--- src/design/cte_pkg.sv ---
// shared types, constants and tables for the civil time to epoch seconds pipeline
`timescale 1ns / 1ps

package cte_pkg;

  // calendar constants
  localparam int YearBias     = 1900;
  localparam int DaysPerEra   = 146097;
  localparam int EpochShift   = 719468;
  localparam int YearsPerEra  = 400;
  localparam int DaysPerYear  = 365;
  localparam int SecsPerDay   = 86400;

  // field widths
  localparam int YearW   = 14;
  localparam int MonthW  = 8;
  localparam int DayW    = 5;
  localparam int HourW   = 5;
  localparam int MinW    = 6;
  localparam int SecW    = 6;
  localparam int ResultW = 39;

  // packed stream widths, padded to whole bytes
  localparam int InDataW  = 48;
  localparam int OutDataW = 40;

  // march-based year, day of year and time of day
  typedef struct packed {
    logic signed [14:0] year_mar;
    logic signed [9:0]  doy;
    logic [16:0]        hms;
  } fold_t;

  // day count split into era part and day of era
  typedef struct packed {
    logic signed [23:0] era_days;
    logic signed [18:0] doe;
    logic [16:0]        hms;
  } parts_t;

  // day of a march-based year at which each month starts, indexed by month 0 = january
  function automatic logic [8:0] month_start(input logic [3:0] mon);
    logic [8:0] res;
    res = 9'd0;
    case (mon)
      4'd0:    res = 9'd306;
      4'd1:    res = 9'd337;
      4'd2:    res = 9'd0;
      4'd3:    res = 9'd31;
      4'd4:    res = 9'd61;
      4'd5:    res = 9'd92;
      4'd6:    res = 9'd122;
      4'd7:    res = 9'd153;
      4'd8:    res = 9'd184;
      4'd9:    res = 9'd214;
      4'd10:   res = 9'd245;
      4'd11:   res = 9'd275;
      default: res = 9'd0;
    endcase
    return res;
  endfunction

endpackage

--- src/design/cte_fold.sv ---
// first stage: month fold into year, march shift, day of year, time of day in seconds
`timescale 1ns / 1ps

module cte_fold (
  input  logic                        clk,
  input  logic                        rst,
  input  logic                        in_valid,
  output logic                        in_ready,
  input  logic signed [13:0]          year_since_1900,
  input  logic signed [7:0]           month_index,
  input  logic [4:0]                  day_of_month,
  input  logic [4:0]                  hour_of_day,
  input  logic [5:0]                  minute_of_hour,
  input  logic [5:0]                  second_of_minute,
  output logic                        out_valid,
  input  logic                        out_ready,
  output cte_pkg::fold_t              out_data
);
  import cte_pkg::*;

  logic               adv;
  logic [8:0]         mon_ofs;
  logic [15:0]        q_prod;
  logic [4:0]         q;
  logic [3:0]         rem;
  logic signed [14:0] year_full;
  fold_t              data_next;

  assign adv      = !out_valid || out_ready;
  assign in_ready = adv;

  // floor(month / 12) by reciprocal on month + 132, which is never negative
  always_comb begin
    mon_ofs   = {month_index[7], month_index} + 9'd132;
    q_prod    = 16'(mon_ofs) * 16'd171;
    q         = q_prod[15:11];
    rem       = 4'(mon_ofs - 9'(9'(q) * 9'd12));
    year_full = 15'(year_since_1900) + 15'(YearBias);
    data_next.year_mar = year_full + $signed({1'b0, q}) - 15'sd11
                         - ((rem <= 4'd1) ? 15'sd1 : 15'sd0);
    data_next.doy = $signed({1'b0, month_start(rem)}) + $signed({5'b0, day_of_month})
                    - 10'sd1;
    data_next.hms = 17'(hour_of_day) * 17'd3600 + 17'(minute_of_hour) * 17'd60
                    + 17'(second_of_minute);
  end

  // valid bit
  always_ff @(posedge clk) begin
    if (rst) begin
      out_valid <= 1'b0;
    end else if (adv) begin
      out_valid <= in_valid;
    end
  end

  // payload
  always_ff @(posedge clk) begin
    if (adv && in_valid) begin
      out_data <= data_next;
    end
  end

endmodule

--- src/design/cte_era.sv ---
// two stages: 400-year era split, then day of era and era day offset
`timescale 1ns / 1ps

module cte_era (
  input  logic            clk,
  input  logic            rst,
  input  logic            in_valid,
  output logic            in_ready,
  input  cte_pkg::fold_t  in_data,
  output logic            out_valid,
  input  logic            out_ready,
  output cte_pkg::parts_t out_data
);
  import cte_pkg::*;

  // stage a registers
  logic               a_valid;
  logic signed [6:0]  a_era;
  logic [8:0]         a_yoe;
  logic signed [9:0]  a_doy;
  logic [16:0]        a_hms;

  logic               a_adv;
  logic               b_adv;
  logic [14:0]        y_ofs;
  logic [27:0]        q_prod;
  logic [5:0]         q;
  logic signed [6:0]  era_next;
  logic [8:0]         yoe_next;
  logic [13:0]        c_prod;
  logic [18:0]        doe_base;
  parts_t             b_next;

  assign b_adv    = !out_valid || out_ready;
  assign a_adv    = !a_valid || b_adv;
  assign in_ready = a_adv;

  // floor(year / 400) on year + 6400, which is never negative
  always_comb begin
    y_ofs    = 15'(in_data.year_mar + 15'sd6400);
    q_prod   = 28'(y_ofs) * 28'd10486;
    q        = q_prod[27:22];
    era_next = $signed({1'b0, q}) - 7'sd16;
    yoe_next = 9'(y_ofs - 15'(15'(q) * 15'(YearsPerEra)));
  end

  // day of era and start day of the era
  always_comb begin
    c_prod   = 14'(a_yoe) * 14'd41;
    doe_base = 19'(a_yoe) * 19'(DaysPerYear) + 19'(a_yoe[8:2]) - 19'(c_prod[13:12]);
    b_next.doe      = $signed(doe_base) + 19'(a_doy);
    b_next.era_days = 24'(a_era) * 24'(DaysPerEra);
    b_next.hms      = a_hms;
  end

  // valid bits
  always_ff @(posedge clk) begin
    if (rst) begin
      a_valid   <= 1'b0;
      out_valid <= 1'b0;
    end else begin
      if (a_adv) begin
        a_valid <= in_valid;
      end
      if (b_adv) begin
        out_valid <= a_valid;
      end
    end
  end

  // payload
  always_ff @(posedge clk) begin
    if (a_adv && in_valid) begin
      a_era <= era_next;
      a_yoe <= yoe_next;
      a_doy <= in_data.doy;
      a_hms <= in_data.hms;
    end
    if (b_adv && a_valid) begin
      out_data <= b_next;
    end
  end

endmodule

--- src/design/cte_scale.sv ---
// three stages: day count from epoch, scale to seconds, add time of day
`timescale 1ns / 1ps

module cte_scale (
  input  logic            clk,
  input  logic            rst,
  input  logic            in_valid,
  output logic            in_ready,
  input  cte_pkg::parts_t in_data,
  output logic            out_valid,
  input  logic            out_ready,
  output logic [38:0]     result
);
  import cte_pkg::*;

  logic               c_valid;
  logic signed [24:0] c_days;
  logic [16:0]        c_hms;
  logic               d_valid;
  logic signed [41:0] d_prod;
  logic [16:0]        d_hms;

  logic               c_adv;
  logic               d_adv;
  logic               e_adv;
  logic signed [41:0] total;

  assign e_adv    = !out_valid || out_ready;
  assign d_adv    = !d_valid || e_adv;
  assign c_adv    = !c_valid || d_adv;
  assign in_ready = c_adv;

  assign total = d_prod + $signed({25'b0, d_hms});

  // valid bits
  always_ff @(posedge clk) begin
    if (rst) begin
      c_valid   <= 1'b0;
      d_valid   <= 1'b0;
      out_valid <= 1'b0;
    end else begin
      if (c_adv) begin
        c_valid <= in_valid;
      end
      if (d_adv) begin
        d_valid <= c_valid;
      end
      if (e_adv) begin
        out_valid <= d_valid;
      end
    end
  end

  // payload: days, product, sum
  always_ff @(posedge clk) begin
    if (c_adv && in_valid) begin
      c_days <= 25'(in_data.era_days) + 25'(in_data.doe) - 25'(EpochShift);
      c_hms  <= in_data.hms;
    end
    if (d_adv && c_valid) begin
      d_prod <= 42'(c_days) * 42'(SecsPerDay);
      d_hms  <= c_hms;
    end
    if (e_adv && d_valid) begin
      result <= total[38:0];
    end
  end

endmodule

--- src/design/civil_time_to_epoch_seconds.sv ---
// top level: broken-down utc time to signed seconds since 1970-01-01
//
//   channel   dir  beat contents
//   s_axis    in   s_tdata: year, month, day, hour, minute, second
//   m_axis    out  m_tdata: epoch seconds, 39-bit two's complement
//
// one beat in, one beat out; a new beat can be taken every cycle while m_tready does not stall the output
// the stages in order: fold, era split, day of era, day count, multiply, add
// the days times 86400 multiply sets the stage depth
// rst clears all valid bits; payload registers are not reset
// a stall on m_tready holds the output and back-fills empty stages first
`timescale 1ns / 1ps

module civil_time_to_epoch_seconds (
  input  logic        clk,
  input  logic        rst,
  input  logic        s_tvalid,
  output logic        s_tready,
  // [13:0] year_since_1900, [21:14] month_index, [26:22] day_of_month,
  // [31:27] hour_of_day, [37:32] minute_of_hour, [43:38] second_of_minute, [47:44] zero
  input  logic [47:0] s_tdata,
  output logic        m_tvalid,
  input  logic        m_tready,
  // [38:0] epoch_seconds, [39] zero
  output logic [39:0] m_tdata
);
  import cte_pkg::*;

  logic        fold_valid;
  logic        fold_ready;
  fold_t       fold_data;
  logic        era_valid;
  logic        era_ready;
  parts_t      era_data;
  logic [38:0] epoch_seconds;

  // month fold and time of day
  cte_fold u_fold (
    .clk              (clk),
    .rst              (rst),
    .in_valid         (s_tvalid),
    .in_ready         (s_tready),
    .year_since_1900  ($signed(s_tdata[13:0])),
    .month_index      ($signed(s_tdata[21:14])),
    .day_of_month     (s_tdata[26:22]),
    .hour_of_day      (s_tdata[31:27]),
    .minute_of_hour   (s_tdata[37:32]),
    .second_of_minute (s_tdata[43:38]),
    .out_valid        (fold_valid),
    .out_ready        (fold_ready),
    .out_data         (fold_data)
  );

  // era split and day of era
  cte_era u_era (
    .clk       (clk),
    .rst       (rst),
    .in_valid  (fold_valid),
    .in_ready  (fold_ready),
    .in_data   (fold_data),
    .out_valid (era_valid),
    .out_ready (era_ready),
    .out_data  (era_data)
  );

  // day count and scaling to seconds
  cte_scale u_scale (
    .clk       (clk),
    .rst       (rst),
    .in_valid  (era_valid),
    .in_ready  (era_ready),
    .in_data   (era_data),
    .out_valid (m_tvalid),
    .out_ready (m_tready),
    .result    (epoch_seconds)
  );

  assign m_tdata = {1'b0, epoch_seconds};

endmodule

--- config.mk ---
export PLATFORM = sky130hd
export DESIGN_NAME = civil_time_to_epoch_seconds
export DESIGN_NICKNAME = d
export VERILOG_FILES = /design/src/design/cte_pkg.sv /design/src/design/cte_fold.sv /design/src/design/cte_era.sv /design/src/design/cte_scale.sv /design/src/design/civil_time_to_epoch_seconds.sv
export SDC_FILE = /design/constraint.sdc
export NUM_CORES = 1
export LEC_CHECK = 0
export BUFFER_PORTS_ARGS = -buffer_cell sky130_fd_sc_hd__buf_4
export CAP_MARGIN = 20
export CORE_AREA = 2 2 405 206
export CTS_BUF_LIST = sky130_fd_sc_hd__clkbuf_4 sky130_fd_sc_hd__clkbuf_8
export CTS_CLUSTER_DIAMETER = 60
export DETAILED_ROUTE_END_ITERATION = 8
export DIE_AREA = 0 0 407 208
export PLACE_DENSITY = 0.55
export SETUP_SLACK_MARGIN = 0.15
export SYNTH_ARGS = -nofsm -noshare
export SYNTH_HDL_FRONTEND = slang
export SYNTH_SLANG_ARGS = --single-unit
--- constraint.sdc ---
create_clock -name clk -period 25.4 [get_ports clk]
set_input_delay 3.81 -clock clk [delete_from_list [all_inputs] [get_ports clk]]
set_output_delay 3.81 -clock clk [all_outputs]
set_load 0.03 [all_outputs]
==> reports/results.txt <==
Synth top area share -> 29.27%
Post-Synth Adder-Cell Area -> 41.75%
vias in the first global route -> 18060
slew margin rel. -> 39.30%
post-CTS resize count -> 0
CTS tree -> built
initial antenna violation count -> 4
Starting DRT DRC Count -> 995
final setup TNS -> 0 ns
maximum number of pins on one net before global-route repair -> 61
Vias per Instance -> 4.603
Finish-stage setup viols -> 0
DPL Wire Length -> 47.22 mm
Initial Util -> 34.83%
arrival time of the worst setup path -> 11.35 ns
layout cell share with drive strength beyond 1 -> 7.370%
DRT Pass-1 Iters -> 5
Synth Warn # -> 0
post-synthesis xor/xnor area fraction -> 6.301%
CP required -> 25.88 ns
clk_lat worst skew -> 0.65 ns
Crit Path Category -> in2reg
# hold bufs at CTS -> 0
FF+latch area -> 8378 µm²
CTS sink count -> 281
Area Overhead vs Synth -> 11.30%
status -> completed
Synth Area in Simple Gates -> 5.423%
Core Area -> 81020 µm²
post-synth cell types -> 74
placed cells -> 3755
CTS max path bufs -> 3
Post-Syn Area -> 28220 µm²
combinational family with the most area after synthesis -> adder cells
post-route clock period utilization -> 42.82%
area of the die -> 84660 µm²
antenna-violating nets left -> 0
minimum clock period -> 10.88 ns
post-route cell area -> 31410 µm²
# Max-Cap Violations -> 0
# Post-CTS Setup Buffers -> 0
largest area contributor in the netlist -> edfxtp_1
Mapped Cells -> 2572
DP Area -> 30290 µm²
worst slew pin tran -> 0.9074 ns
Fmax achieved -> 91.95 MHz
io pins -> 94
Worst Clk Skew -> 0.05029 ns
dominant cells by area after synthesis -> edfxtp_1 29%, ha_1 24%, fa_1 18%
Final #Nets -> 3547
Fillers -> 7861
critical path peak fanout -> 16
Worst path slowest cell -> a2111oi_0
syn_area_per_cell -> 10.97 µm²
WL final -> 56.36 mm
unrepaired setup endpoints after global routing -> false
GRT Total Usage -> 13.55%
Final Hold Viols -> 0
routed len/inst -> 14.66 µm
critical path capture point type -> flip-flop
Vias -> 17700
most instantiated cells after synthesis -> 619 x inv_1, 543 x ha_1, 275 x edfxtp_1, 249 x fa_1, 146 x xnor2_1
CP max stage delay -> 0.68 ns
IO buf count -> 88
GR Overflow Total -> 0
Vert. Die Dim -> 208 µm
Post-synth ARST share -> 0%
CP top delay family -> adder cells
WP buf/inv -> 6
cell with the most instances after synthesis -> inv_1
Post-synth EDFFs -> 275
register area share after synthesis -> 29.69%
Remaining DRCs -> 0
clock root cell -> clkbuf_8
Hold/Removal Path Class -> reg2reg
H-tree levels -> 2
fin cells -> 3845
gp weighted congestion -> 0.8391
startpoint type of the worst setup path -> input port
Core Rows -> 74
fin. max-slew vios -> 0
Synth Flop Type -> edfxtp_1
#FFs+latches synth -> 281
TritonCTS Buffers -> 46
Synth Area in Compound Gates -> 8.102%
post-synthesis mux area share -> 0.2217%
global-route wire length before repair -> 92.93 mm
multi-input logic area -> 17500 µm²
Die Width -> 407 µm
clock slew at reported path FFs -> 0.07 ns
syn_nets -> 3416
## cells by family after synthesis
family,Yosys count
xor gates and xnor gates,200
and+or+nand+nor,308
muxes,6
AOI/OAI and AO/OA,351
buffers and inverters,633
DFF,281
other,1
adders and majority gates,792
## metrics by stage
step | hold WS (ns) | setup WS [ns] | util, %
after detailed placement | 0.4045 | 13.86 | 37.39
after floorplan | 0.4003 | 14.67 | -
after global placement | 0.4016 | 13.95 | 37.39
after CTS | 0.4113 | 14.55 | 38.72
after global routing | 0.4098 | 14.02 | 38.76
final | 0.4135 | 14.52 | 38.76
## area by class of cell
type	count	share of cell area [%]
Multi-Input combinational cell	1658	55.72
Sequential cell	281	26.68
Antenna cell	2	0.01594
Clock buffer	57	2.279
Tap cell	1102	4.390
Clock inverter	29	1.159
Timing Repair Buffer	97	2.359
Inverter	619	7.398
## path summary, 6_finish.rpt
check	from	endpoint	slack (ns)	cells after the start
max	s_tdata[16]	u_fold.out_data[41]	14.52	29
min	u_scale.d_hms[3]	u_scale.result[3]	0.41	0
max reg2reg	u_fold.out_data[35]	u_era.a_yoe[8]	17.10	25
min reg2reg	u_scale.d_hms[3]	u_scale.result[3]	0.41	0
## routing by layer
| layer | wire length [µm] | part of all wire (%) | track usage [%] |
|---|---|---|---|
| met2 | 21240 | 38 | 17.99 |
| met4 | 563 | 1.0 | 1.992 |
| met5 | 0 | 0 | 0 |
| met1 | 32180 | 57 | 22.33 |
| met3 | 2371 | 4.2 | 2.767 |
## flip-flops by register name, indices dropped and copies added (netlist names)
signal             flops
u_fold.out_valid       1
u_scale.d_prod        32
u_era.out_data        60
u_scale.out_valid      1
u_scale.result        39
u_era.a_hms           17
u_era.a_valid          1
u_scale.c_hms         17
u_scale.d_valid        1
u_scale.d_hms         17
u_era.a_era            7
u_scale.c_valid        1
u_scale.c_days        25
u_era.a_doy           10
u_era.out_valid        1
u_fold.out_data       42
u_era.a_yoe            9
## placed cells by master, fill, tap and decap left out, types with 52 or more instances in the layout
cell | netlist | layout
nor2_1 | 76 | 76
ha_1 | 543 | 543
nand2_1 | 67 | 67
xor2_1 | 52 | 52
o21ai_0 | 57 | 57
buf_4 | 1 | 96
inv_1 | 619 | 619
a21oi_1 | 114 | 114
fa_1 | 249 | 249
edfxtp_1 | 275 | 275
xnor2_1 | 146 | 146
Power is left out: the tool's default activity adds up to more than one toggle a clock period on the data nets, which glitch-free logic cannot reach.
